--- src/plid_pkg.sv ---
// Shared constants, codes and types for the positional list block.
package plid_pkg;

  // Number of entries the list can hold.
  localparam int CAPACITY = 16;

  // Field widths of the command and response transactions.
  localparam int CMD_W  = 3;
  localparam int POS_W  = 5;
  localparam int DATA_W = 32;
  localparam int STAT_W = 2;

  // Internal widths that follow from the capacity.
  localparam int IDX_W = (CAPACITY > 1) ? $clog2(CAPACITY) : 1;
  localparam int CNT_W = $clog2(CAPACITY + 1);
  localparam int CMP_W = (CNT_W > POS_W) ? CNT_W : POS_W;

  typedef enum logic [CMD_W-1:0] {
    CMD_CLEAR  = 3'd0,
    CMD_APPEND = 3'd1,
    CMD_INSERT = 3'd2,
    CMD_DELETE = 3'd3,
    CMD_READ   = 3'd4
  } cmd_t;

  typedef enum logic [STAT_W-1:0] {
    ST_OK      = 2'd0,
    ST_BAD_POS = 2'd1,
    ST_FULL    = 2'd2,
    ST_EMPTY   = 2'd3
  } status_t;

endpackage

--- src/plid_if.sv ---
// Command and response channel interfaces of the positional list block.
interface plid_cmd_if;
  import plid_pkg::*;

  logic                     valid;
  logic                     ready;
  logic [CMD_W-1:0]         command;
  logic [POS_W-1:0]         position;
  logic signed [DATA_W-1:0] item_value;

  modport source (output valid, output command, output position, output item_value,
                  input ready);
  modport sink   (input valid, input command, input position, input item_value,
                  output ready);
endinterface

interface plid_rsp_if;
  import plid_pkg::*;

  logic                     valid;
  logic                     ready;
  logic signed [DATA_W-1:0] out_value;
  logic [POS_W-1:0]         list_length;
  logic [STAT_W-1:0]        status;

  modport source (output valid, output out_value, output list_length, output status,
                  input ready);
  modport sink   (input valid, input out_value, input list_length, input status,
                  output ready);
endinterface

--- src/positional_list_insert_delete.sv ---
// Top level of the positional list: command decode, entry memory and shift sequencer.
//
// Usage: each transaction on the request channel carries one command (clear,
// append, insert after a position, delete at a position, read at a position).
// Every command yields exactly one transaction on the response channel with
// the removed or read value, the list length after the command and a status.
// Failed commands leave the list unchanged and return a zero value.
//
// The entries live packed in one synchronous memory with one write port and
// one read port (read data registered). Insert and delete move the entries
// after the position one per cycle through that memory, reading one entry
// and writing the previous one back in the same cycle.
//
// Clear, append, insert at the tail and every failed command finish without
// moving entries; other inserts, deletes and reads step through the entries
// they touch (a read touches one). One command is in flight at a time;
// request.ready is high once the previous command has left for the output
// register.
//
// Reset clears the length to zero and drops any pending response. When the
// receiver stalls, the finished response waits in the output register and
// one further command may be accepted and worked off behind it.
module positional_list_insert_delete (
  input logic        clk,
  input logic        rst,
  plid_cmd_if.sink   request,
  plid_rsp_if.source response
);
  import plid_pkg::*;

  typedef enum logic [2:0] {
    S_IDLE = 3'b001,
    S_MOVE = 3'b010,
    S_DONE = 3'b100
  } state_t;

  // Entry memory.
  logic [DATA_W-1:0] mem [CAPACITY];
  logic [DATA_W-1:0] rdata;
  logic              rd_en;
  logic              wr_en;
  logic [IDX_W-1:0]  wr_addr;
  logic [DATA_W-1:0] wr_data;

  // Control state.
  state_t            state;
  logic [CNT_W-1:0]  count;
  cmd_t              op;
  logic [IDX_W-1:0]  src;
  logic [IDX_W-1:0]  last_src;
  logic [CNT_W-1:0]  rd_left;
  logic              pend;
  logic              first;
  logic [IDX_W-1:0]  hold_pos;
  logic [DATA_W-1:0] hold_val;
  logic [DATA_W-1:0] res_value;
  status_t           res_status;

  // Output register.
  logic                     out_valid;
  logic signed [DATA_W-1:0] out_value;
  logic [POS_W-1:0]         out_length;
  logic [STAT_W-1:0]        out_status;

  // Decode helpers.
  logic             accept;
  cmd_t             cmd;
  logic [CMP_W-1:0] pos_ext;
  logic [CMP_W-1:0] cnt_ext;
  logic             full;
  logic             empty;
  logic             tail_ins;
  logic             move_done;

  assign accept    = request.valid && request.ready;
  assign cmd       = cmd_t'(request.command);
  assign pos_ext   = CMP_W'(request.position);
  assign cnt_ext   = CMP_W'(count);
  assign full      = (count == CNT_W'(CAPACITY));
  assign empty     = (count == '0);
  assign tail_ins  = (pos_ext == cnt_ext);
  assign move_done = (rd_left == '0) && !pend;

  assign request.ready = (state == S_IDLE);

  // Read one entry per cycle while reads remain.
  assign rd_en = (state == S_MOVE) && (rd_left != '0);

  always_ff @(posedge clk) begin
    if (rd_en) begin
      rdata <= mem[src];
    end
  end

  // Select the single write: tail write at accept, shifted entry or the new value.
  always_comb begin
    wr_en   = 1'b0;
    wr_addr = src;
    wr_data = rdata;
    if (state == S_IDLE && accept) begin
      if (cmd == CMD_APPEND && !full) begin
        wr_en   = 1'b1;
        wr_addr = IDX_W'(count);
        wr_data = request.item_value;
      end else if (cmd == CMD_INSERT && !full && tail_ins) begin
        wr_en   = 1'b1;
        wr_addr = IDX_W'(count);
        wr_data = request.item_value;
      end
    end else if (state == S_MOVE) begin
      if (pend && op == CMD_INSERT) begin
        wr_en   = 1'b1;
        wr_addr = last_src + IDX_W'(1);
      end else if (pend && op == CMD_DELETE && !first) begin
        wr_en   = 1'b1;
        wr_addr = last_src - IDX_W'(1);
      end else if (move_done && op == CMD_INSERT) begin
        wr_en   = 1'b1;
        wr_addr = hold_pos;
        wr_data = hold_val;
      end
    end
  end

  always_ff @(posedge clk) begin
    if (wr_en) begin
      mem[wr_addr] <= wr_data;
    end
  end

  // Command sequencer.
  always_ff @(posedge clk) begin
    if (rst) begin
      state   <= S_IDLE;
      count   <= '0;
      rd_left <= '0;
      pend    <= 1'b0;
      first   <= 1'b0;
      op      <= CMD_CLEAR;
    end else begin
      unique case (state)
        S_IDLE: begin
          if (accept) begin
            res_value  <= '0;
            res_status <= ST_OK;
            op         <= cmd;
            hold_val   <= request.item_value;
            hold_pos   <= IDX_W'(pos_ext);
            pend       <= 1'b0;
            first      <= 1'b1;
            state      <= S_DONE;
            case (cmd) inside
              CMD_CLEAR: begin
                count <= '0;
              end
              CMD_APPEND: begin
                if (full) begin
                  res_status <= ST_FULL;
                end else begin
                  count <= count + CNT_W'(1);
                end
              end
              CMD_INSERT: begin
                if (full) begin
                  res_status <= ST_FULL;
                end else if (pos_ext > cnt_ext) begin
                  res_status <= ST_BAD_POS;
                end else if (tail_ins) begin
                  count <= count + CNT_W'(1);
                end else begin
                  src     <= IDX_W'(count - CNT_W'(1));
                  rd_left <= CNT_W'(cnt_ext - pos_ext);
                  state   <= S_MOVE;
                end
              end
              CMD_DELETE, CMD_READ: begin
                if (empty) begin
                  res_status <= ST_EMPTY;
                end else if (pos_ext == '0 || pos_ext > cnt_ext) begin
                  res_status <= ST_BAD_POS;
                end else begin
                  src     <= IDX_W'(pos_ext - CMP_W'(1));
                  rd_left <= (cmd == CMD_READ) ? CNT_W'(1)
                                               : CNT_W'(cnt_ext - pos_ext + CMP_W'(1));
                  state   <= S_MOVE;
                end
              end
              default: begin
              end
            endcase
          end
        end
        S_MOVE: begin
          // Issue the next read and advance the source pointer.
          if (rd_left != '0) begin
            last_src <= src;
            pend     <= 1'b1;
            rd_left  <= rd_left - CNT_W'(1);
            src      <= (op == CMD_INSERT) ? src - IDX_W'(1) : src + IDX_W'(1);
          end else begin
            pend <= 1'b0;
          end
          // Capture the addressed value on the first returned read.
          if (pend) begin
            first <= 1'b0;
            if (first && op != CMD_INSERT) begin
              res_value <= rdata;
            end
          end
          // Close out: adjust the length once all moves are written.
          if (move_done) begin
            if (op == CMD_INSERT) begin
              count <= count + CNT_W'(1);
            end else if (op == CMD_DELETE) begin
              count <= count - CNT_W'(1);
            end
            state <= S_DONE;
          end
        end
        S_DONE: begin
          if (!out_valid || response.ready) begin
            state <= S_IDLE;
          end
        end
        default: begin
          state <= S_IDLE;
        end
      endcase
    end
  end

  // Output register: load when free, drop when taken.
  always_ff @(posedge clk) begin
    if (rst) begin
      out_valid <= 1'b0;
    end else if (state == S_DONE && (!out_valid || response.ready)) begin
      out_valid <= 1'b1;
    end else if (response.ready) begin
      out_valid <= 1'b0;
    end
  end

  always_ff @(posedge clk) begin
    if (state == S_DONE && (!out_valid || response.ready)) begin
      out_value  <= res_value;
      out_length <= POS_W'(count);
      out_status <= res_status;
    end
  end

  assign response.valid       = out_valid;
  assign response.out_value   = out_value;
  assign response.list_length = out_length;
  assign response.status      = out_status;

endmodule

--- src/flat_wrapper.sv ---
// flat-port wrapper written by rule: the top's interface ports become plain ports
module positional_list_insert_delete_flat import plid_pkg::*;
  (clk, rst, request_valid, request_command, request_position, request_item_value, request_ready, response_valid, response_out_value, response_list_length, response_status, response_ready);
  plid_cmd_if request_i ();
  plid_rsp_if response_i ();
  input logic clk;
  input logic rst;
  input wire logic [$bits(request_i.valid)-1:0] request_valid;
  input wire logic [$bits(request_i.command)-1:0] request_command;
  input wire logic [$bits(request_i.position)-1:0] request_position;
  input wire logic [$bits(request_i.item_value)-1:0] request_item_value;
  output wire logic [$bits(request_i.ready)-1:0] request_ready;
  output wire logic [$bits(response_i.valid)-1:0] response_valid;
  output wire logic [$bits(response_i.out_value)-1:0] response_out_value;
  output wire logic [$bits(response_i.list_length)-1:0] response_list_length;
  output wire logic [$bits(response_i.status)-1:0] response_status;
  input wire logic [$bits(response_i.ready)-1:0] response_ready;
  assign request_i.valid = request_valid;
  assign request_i.command = request_command;
  assign request_i.position = request_position;
  assign request_i.item_value = request_item_value;
  assign request_ready = request_i.ready;
  assign response_valid = response_i.valid;
  assign response_out_value = response_i.out_value;
  assign response_list_length = response_i.list_length;
  assign response_status = response_i.status;
  assign response_i.ready = response_ready;
  positional_list_insert_delete u_core (.clk(clk), .rst(rst), .request(request_i), .response(response_i));
endmodule
--- config.mk ---
export PLATFORM = sky130hd
export DESIGN_NAME = positional_list_insert_delete_flat
export DESIGN_NICKNAME = d
export VERILOG_FILES = /design/src/plid_pkg.sv /design/src/plid_if.sv /design/src/positional_list_insert_delete.sv /design/src/flat_wrapper.sv
export SDC_FILE = /design/constraint.sdc
export NUM_CORES = 1
export LEC_CHECK = 0
export BUFFER_PORTS_ARGS = -buffer_cell sky130_fd_sc_hd__buf_2
export CORE_MARGIN = 5
export CORE_UTILIZATION = 53
export CTS_CLUSTER_DIAMETER = 40
export DETAILED_ROUTE_END_ITERATION = 10
export PLACE_DENSITY = 0.74
export SLEW_MARGIN = 0
export SYNTH_ARGS = -nofsm -noshare
export SYNTH_HDL_FRONTEND = slang
export SYNTH_SLANG_ARGS = --single-unit
--- constraint.sdc ---
create_clock -name clk -period 10.1 [get_ports clk]
set_clock_uncertainty 0.15 [all_clocks]
set_input_delay 1.515 -clock clk [delete_from_list [all_inputs] [get_ports clk]]
set_output_delay 1.515 -clock clk [all_outputs]
set_load 0.1 [all_outputs]
# Yosys cells after proc, flatten, opt, wreduce, memory -nomap -nowiden
# Memory sizes are Yosys's and may differ from the RTL's. A register that Yosys moved wholly into a read port is not among the register bits.
# Index checks and enable logic that the tools add are counted.
[op_classes]
mux = 94
n_reduce_logical = 37
n_addsub = 10
order_cmp = 1
n_bitwise = 1
n_eq_ne = 31
[ops]
columns = ["operator", "n"]
rows = [
  ["32-bit two-way mux", 10],
  ["5-bit two-way mux", 23],
  ["4-bit two-way mux", 19],
  ["32-bit one-hot mux with 2 select lines", 1],
  ["3-bit two-way mux", 12],
  ["3-bit inequality test (second input constant)", 8],
  ["5-bit one-hot mux with 2 select lines", 2],
  ["1-bit two-way mux", 17],
  ["3-bit by 2-bit equality test with 1-bit output (second input constant)", 5],
  ["5-bit logical NOT", 3],
  ["1-bit logical AND", 13],
  ["2-bit two-way mux", 6],
  ["4-bit inequality test (second input constant)", 3],
  ["12-bit AND reduction", 1],
  ["3-bit AND reduction", 4],
  ["4-bit by 1-bit subtractor with 4-bit output (second input constant)", 3],
  ["11-bit AND reduction", 1],
  ["5-bit by 1-bit adder with 5-bit output (second input constant)", 2],
  ["2-bit inequality test (second input constant)", 5],
  ["5-bit by 1-bit subtractor with 5-bit output (second input constant)", 2],
  ["3-bit one-hot mux with 3 select lines", 1],
  ["4-bit by 1-bit adder with 4-bit output (second input constant)", 2],
  ["4-bit one-hot mux with 2 select lines", 1],
  ["8-bit AND reduction", 1],
  ["other kinds (18)", 29],
]
[word_totals]
mem_bits_rw = 512
reg_bits = 136
n_memories = 1
[mem_list]
columns = ["memory", "words", "width", "rd", "rd_ports_with_merged_regs", "wr", "line", "text"]
rows = [
  ["u_core.mem", 16, 32, 1, 1, 1, "positional_list_insert_delete.sv:38", "logic [DATA_W-1:0] mem [CAPACITY];"],
]

# Longest topological paths before layout
[logic_depth]
ltp_word = 11
depth_mapped = 11
ltp_nobuf = 11

# Worst setup path after synthesis
# No wires, ideal clock.
[synth_path]
kind = "input port to flip-flop"
startpoint = "input port request_position[3]"
endpoint = "memory u_core.mem[12][0], enable pin"
arrival_ns = 5.533
path_stages = 9
path_slack_ns = 3.956
cell_sequence = "inv_1 ha_1 clkbuf_1 nand3_1 o22a_1 nor2_2 a2bb2oi_2 or3_4 nor3_1"
[synth_between]
elab_chain_cells = 7
[synth_lines]
columns = ["item", "line", "text"]
rows = [
  ["from (decl)", "flat_wrapper.sv:10", "input wire logic [$bits(request_i.position)-1:0] request_position;"],
  ["5-bit equality test (*)", "positional_list_insert_delete.sv:81", "assign tail_ins = (pos_ext == cnt_ext);"],
  ["1-bit logical AND (*)", "positional_list_insert_delete.sv:105", "end else if (cmd == CMD_INSERT && !full && tail_ins) begin"],
  ["1-bit two-way mux", "positional_list_insert_delete.sv:105", ""],
  ["1-bit two-way mux", "positional_list_insert_delete.sv:101", "if (cmd == CMD_APPEND && !full) begin"],
  ["1-bit two-way mux", "positional_list_insert_delete.sv:100", "if (state == S_IDLE && accept) begin"],
  ["1-bit two-way mux", "positional_list_insert_delete.sv:126", "if (wr_en) begin"],
  ["1-bit two-way mux (not written as such)", "positional_list_insert_delete.sv:127", "mem[wr_addr] <= wr_data;"],
  ["to (decl)", "positional_list_insert_delete.sv:38", ""],
]
# Every way passes the cells marked *; elsewhere a longest branch is shown, timed or not.

# Final worst setup path
[layout_path]
startpoint = "input port request_valid"
endpoint = "memory u_core.mem[0][4], enable pin"
[layout_between]
elab_chain_cells = 5
[layout_lines]
columns = ["item", "line", "text"]
rows = [
  ["from (decl)", "flat_wrapper.sv:8", "input wire logic [$bits(request_i.valid)-1:0] request_valid;"],
  ["1-bit logical AND (*)", "positional_list_insert_delete.sv:75", "assign accept = request.valid && request.ready;"],
  ["1-bit logical AND (*)", "positional_list_insert_delete.sv:100", ""],
  ["1-bit two-way mux", "positional_list_insert_delete.sv:100", ""],
  ["1-bit two-way mux", "positional_list_insert_delete.sv:126", ""],
  ["1-bit two-way mux (not written as such)", "positional_list_insert_delete.sv:127", ""],
]
# Marks and branches as above.

==> metrics.csv <==
metric,value,unit
grt_pass1_wl,91600,um
crit_fanout,26,
synth_edf_count,661,
wire_per_inst,27.7,um
cts_hold_buf,0,
postSynthCellCount,1348,
diodes,0,
reg2reg_depth,8,
num_vias,13834,
nets,1555,
synthArstFlopShare,0,
drt_iter0_markers,1603,
grt_antenna_before_repair,0,
fin_crit,5.03,ns
cp.required,10.19,ns
setup-violations-final,0,
h-tree-depth,3,
cpPeakStageDelay,0.79,ns
max_freq,0.199,GHz
drc_errors,0,
leakage,10.2,nW
dpl.hpwl,30900,um
rows,82,
syn-num-nets,1411,
dr.pass1.iters,5,
insertion_delay,0.62,ns
hp-class,reg2reg,
period_share,0.498,
grt_pass1_vias,14094,
rsz0062_at_grt,no,
post-cts-setup-buffers,0,
die_y,235,um
fin_hold_ws,0.267,ns
tightest_slew,1.27,ns
ys_seq_area_frac,0.757,
drive_above_1_share,0.292,
path_delay_family,simple AND/OR/NAND/NOR gates,
vdd_drop_max,0.000136,V
ys_types,69,
die_w,235,um
area_growth,16.7,%
finalSetupTns,0,ns
cts.sinks,680,
cts_buffers,89,
grt_max_degree,110,
drv_cap,0,
synth-seq-cells,680,
grt_usage,0.223,
ff2ff_setup_slack,5.47,ns
slowest_stage,nor3_2,
cp-start-kind,primary input,
cts-resized-gates,0,
vias_per_cell,6.19,
critPathCaptureType,flip-flop,
gr-total-overflow,0,
start_util,0.534,
crit_cells,7,
dieArea,55000,um^2
cp_data_arrival_time,5.12,ns
cts_max_path_buffers,3,
ctsRootBufferMaster,clkbuf_16,
relSlewSlack,0.149,
status,finished clean,
io_pins,85,
criticalPathCategory,in2reg,
holdPathStages,0,
crit_buf_inv,2,
maxSlewViolCount,0,
dp_cells,2073,
yosysWarnings,0,
syn_area,26700,um^2
stdcell_count,2235,
path_cells,buf_2 > nand4bb_1 > or3_1 > nor2_2 > a2bb2oi_2 > nor3_2 > buf_4,
synthFlopType,edfxtp_1,
postRouteAntennaNets,0,
finalWirelength,61900,um
cts_tree,yes,
finalHoldViolCount,0,
power_density,211,nW/um^2
numPortBuffers,84,
path_clk_slew,0.05,ns
core-area,50100,um^2
syn_avg_cell_area,19.8,um^2
routabilityCongestion,0.847,
-- per-layer routing --
layer / up-vias / share of wire / routed length, um / GRT usage
li1: 5831 / - / - / -
met1: 7134 / 0.38 / 23800 / 0.307
met4: 0 / 0.024 / 1450 / 0.0672
met5: - / 0 / 0 / 0
met3: 99 / 0.091 / 5620 / 0.0463
met2: 770 / 0.50 / 31000 / 0.366
-- state kept, by name, summed over array words and instances, names as in the netlist --
name,count
u_core.response.valid,1
u_core.pend,1
u_core.hold_val,32
u_core.op,3
u_core.rd_left,5
u_core.response.status,2
u_core.hold_pos,4
u_core.response.list_length,5
u_core.last_src,4
u_core.cnt_ext,5
u_core.res_status,2
u_core.first,1
u_core.rdata,32
u_core.mem,512
u_core.res_value,32
u_core.src,4
u_core.state,3
u_core.response.out_value,32
-- metrics by stage --
stage                      util  setup WS (ns)  power (mW)  area (um^2)
after floorplan               -           3.96        3.31        26700
after global placement    0.562           4.66        3.37        28100
after detailed placement  0.562           4.59        3.38        28100
after CTS                 0.623           5.21        6.61        31200
after global routing      0.623           4.99        6.75        31200
final                     0.623           5.07        6.57        31200
-- path summary, 6_finish.rpt --
check | end | start
setup / recovery | u_core.mem[0][4]$_DFFE_PP_ | request_valid
hold / removal | u_core.response.out_value[24]$_DFFE_PP_ | u_core.res_value[24]$_SDFFCE_PN0P_
setup reg to reg | u_core.mem[0][4]$_DFFE_PP_ | u_core.cnt_ext[0]$_SDFFE_PP0P_
hold reg to reg | u_core.response.out_value[24]$_DFFE_PP_ | u_core.res_value[24]$_SDFFCE_PN0P_
-- synthesized netlist by cell type, types with 3 or more instances --
cell | number | area, um^2
edfxtp_1 | 661 | 19800
mux4_2 | 160 | 3600
nor2_1 | 76 | 285
nand2_1 | 55 | 206
clkbuf_1 | 50 | 188
and2_1 | 34 | 213
a21oi_1 | 32 | 160
nor3_1 | 30 | 150
o22ai_1 | 28 | 175
inv_1 | 24 | 90.1
dfxtp_1 | 19 | 380
ha_1 | 17 | 213
xnor2_1 | 15 | 131
o21ai_0 | 14 | 70.1
buf_1 | 12 | 45.0
a22oi_1 | 10 | 75.1
a211oi_1 | 8 | 60.1
or3_1 | 7 | 43.8
nand3_1 | 6 | 30.0
or3b_2 | 6 | 52.6
xor2_1 | 6 | 52.6
a21o_1 | 5 | 37.5
o211ai_1 | 4 | 30.0
buf_2 | 3 | 15.0
nand2b_1 | 3 | 18.8
nor2b_1 | 3 | 18.8
o221ai_1 | 3 | 26.3
o311a_1 | 3 | 30.0
-- cell families after synthesis --
kind of cell	Yosys count	synth area share
flops	680	0.757
simple gates	242	0.0449
mux	161	0.135
compound gates	134	0.0340
buf+inv	91	0.0130
xor+xnor	21	0.00688
fa+ha+maj	19	0.00945
-- power by group --
part | total (mW) | internal (mW) | leakage, nW | switching [mW]
Combinational | 0.214 | 0.0773 | 2.61 | 0.137
Sequential | 3.11 | 3.10 | 6.13 | 0.0108
Clock | 3.25 | 2.03 | 1.49 | 1.22
-- layout by cell type (no fill, tap or decap), drive strengths merged, types with 10 or more instances in the layout --
| cell | Yosys | final |
|---|---|---|
| xnor2 | 15 | 15 |
| nand2 | 55 | 55 |
| o21ai | 14 | 14 |
| mux4 | 160 | 160 |
| clkbuf | 51 | 97 |
| ha | 17 | 17 |
| edfxtp | 661 | 661 |
| clkinv | 1 | 35 |
| and2 | 34 | 34 |
| nor2 | 77 | 77 |
| a22oi | 10 | 10 |
| nor3 | 30 | 30 |
| bufinv | 0 | 15 |
| buf | 15 | 119 |
| a21oi | 32 | 32 |
| o22ai | 28 | 28 |
| dfxtp | 19 | 19 |
| inv | 24 | 33 |
-- final cells by class --
class	count	area (um^2)
Clock buffer	97	2280
Sequential cell	680	20200
Clock inverter	65	800
Fill cell	3403	18900
Timing Repair Buffer	119	696
Inverter	25	93.8
Multi-Input combinational cell	577	6270
Tap cell	672	841
Power figures use the tool's default switching activity.
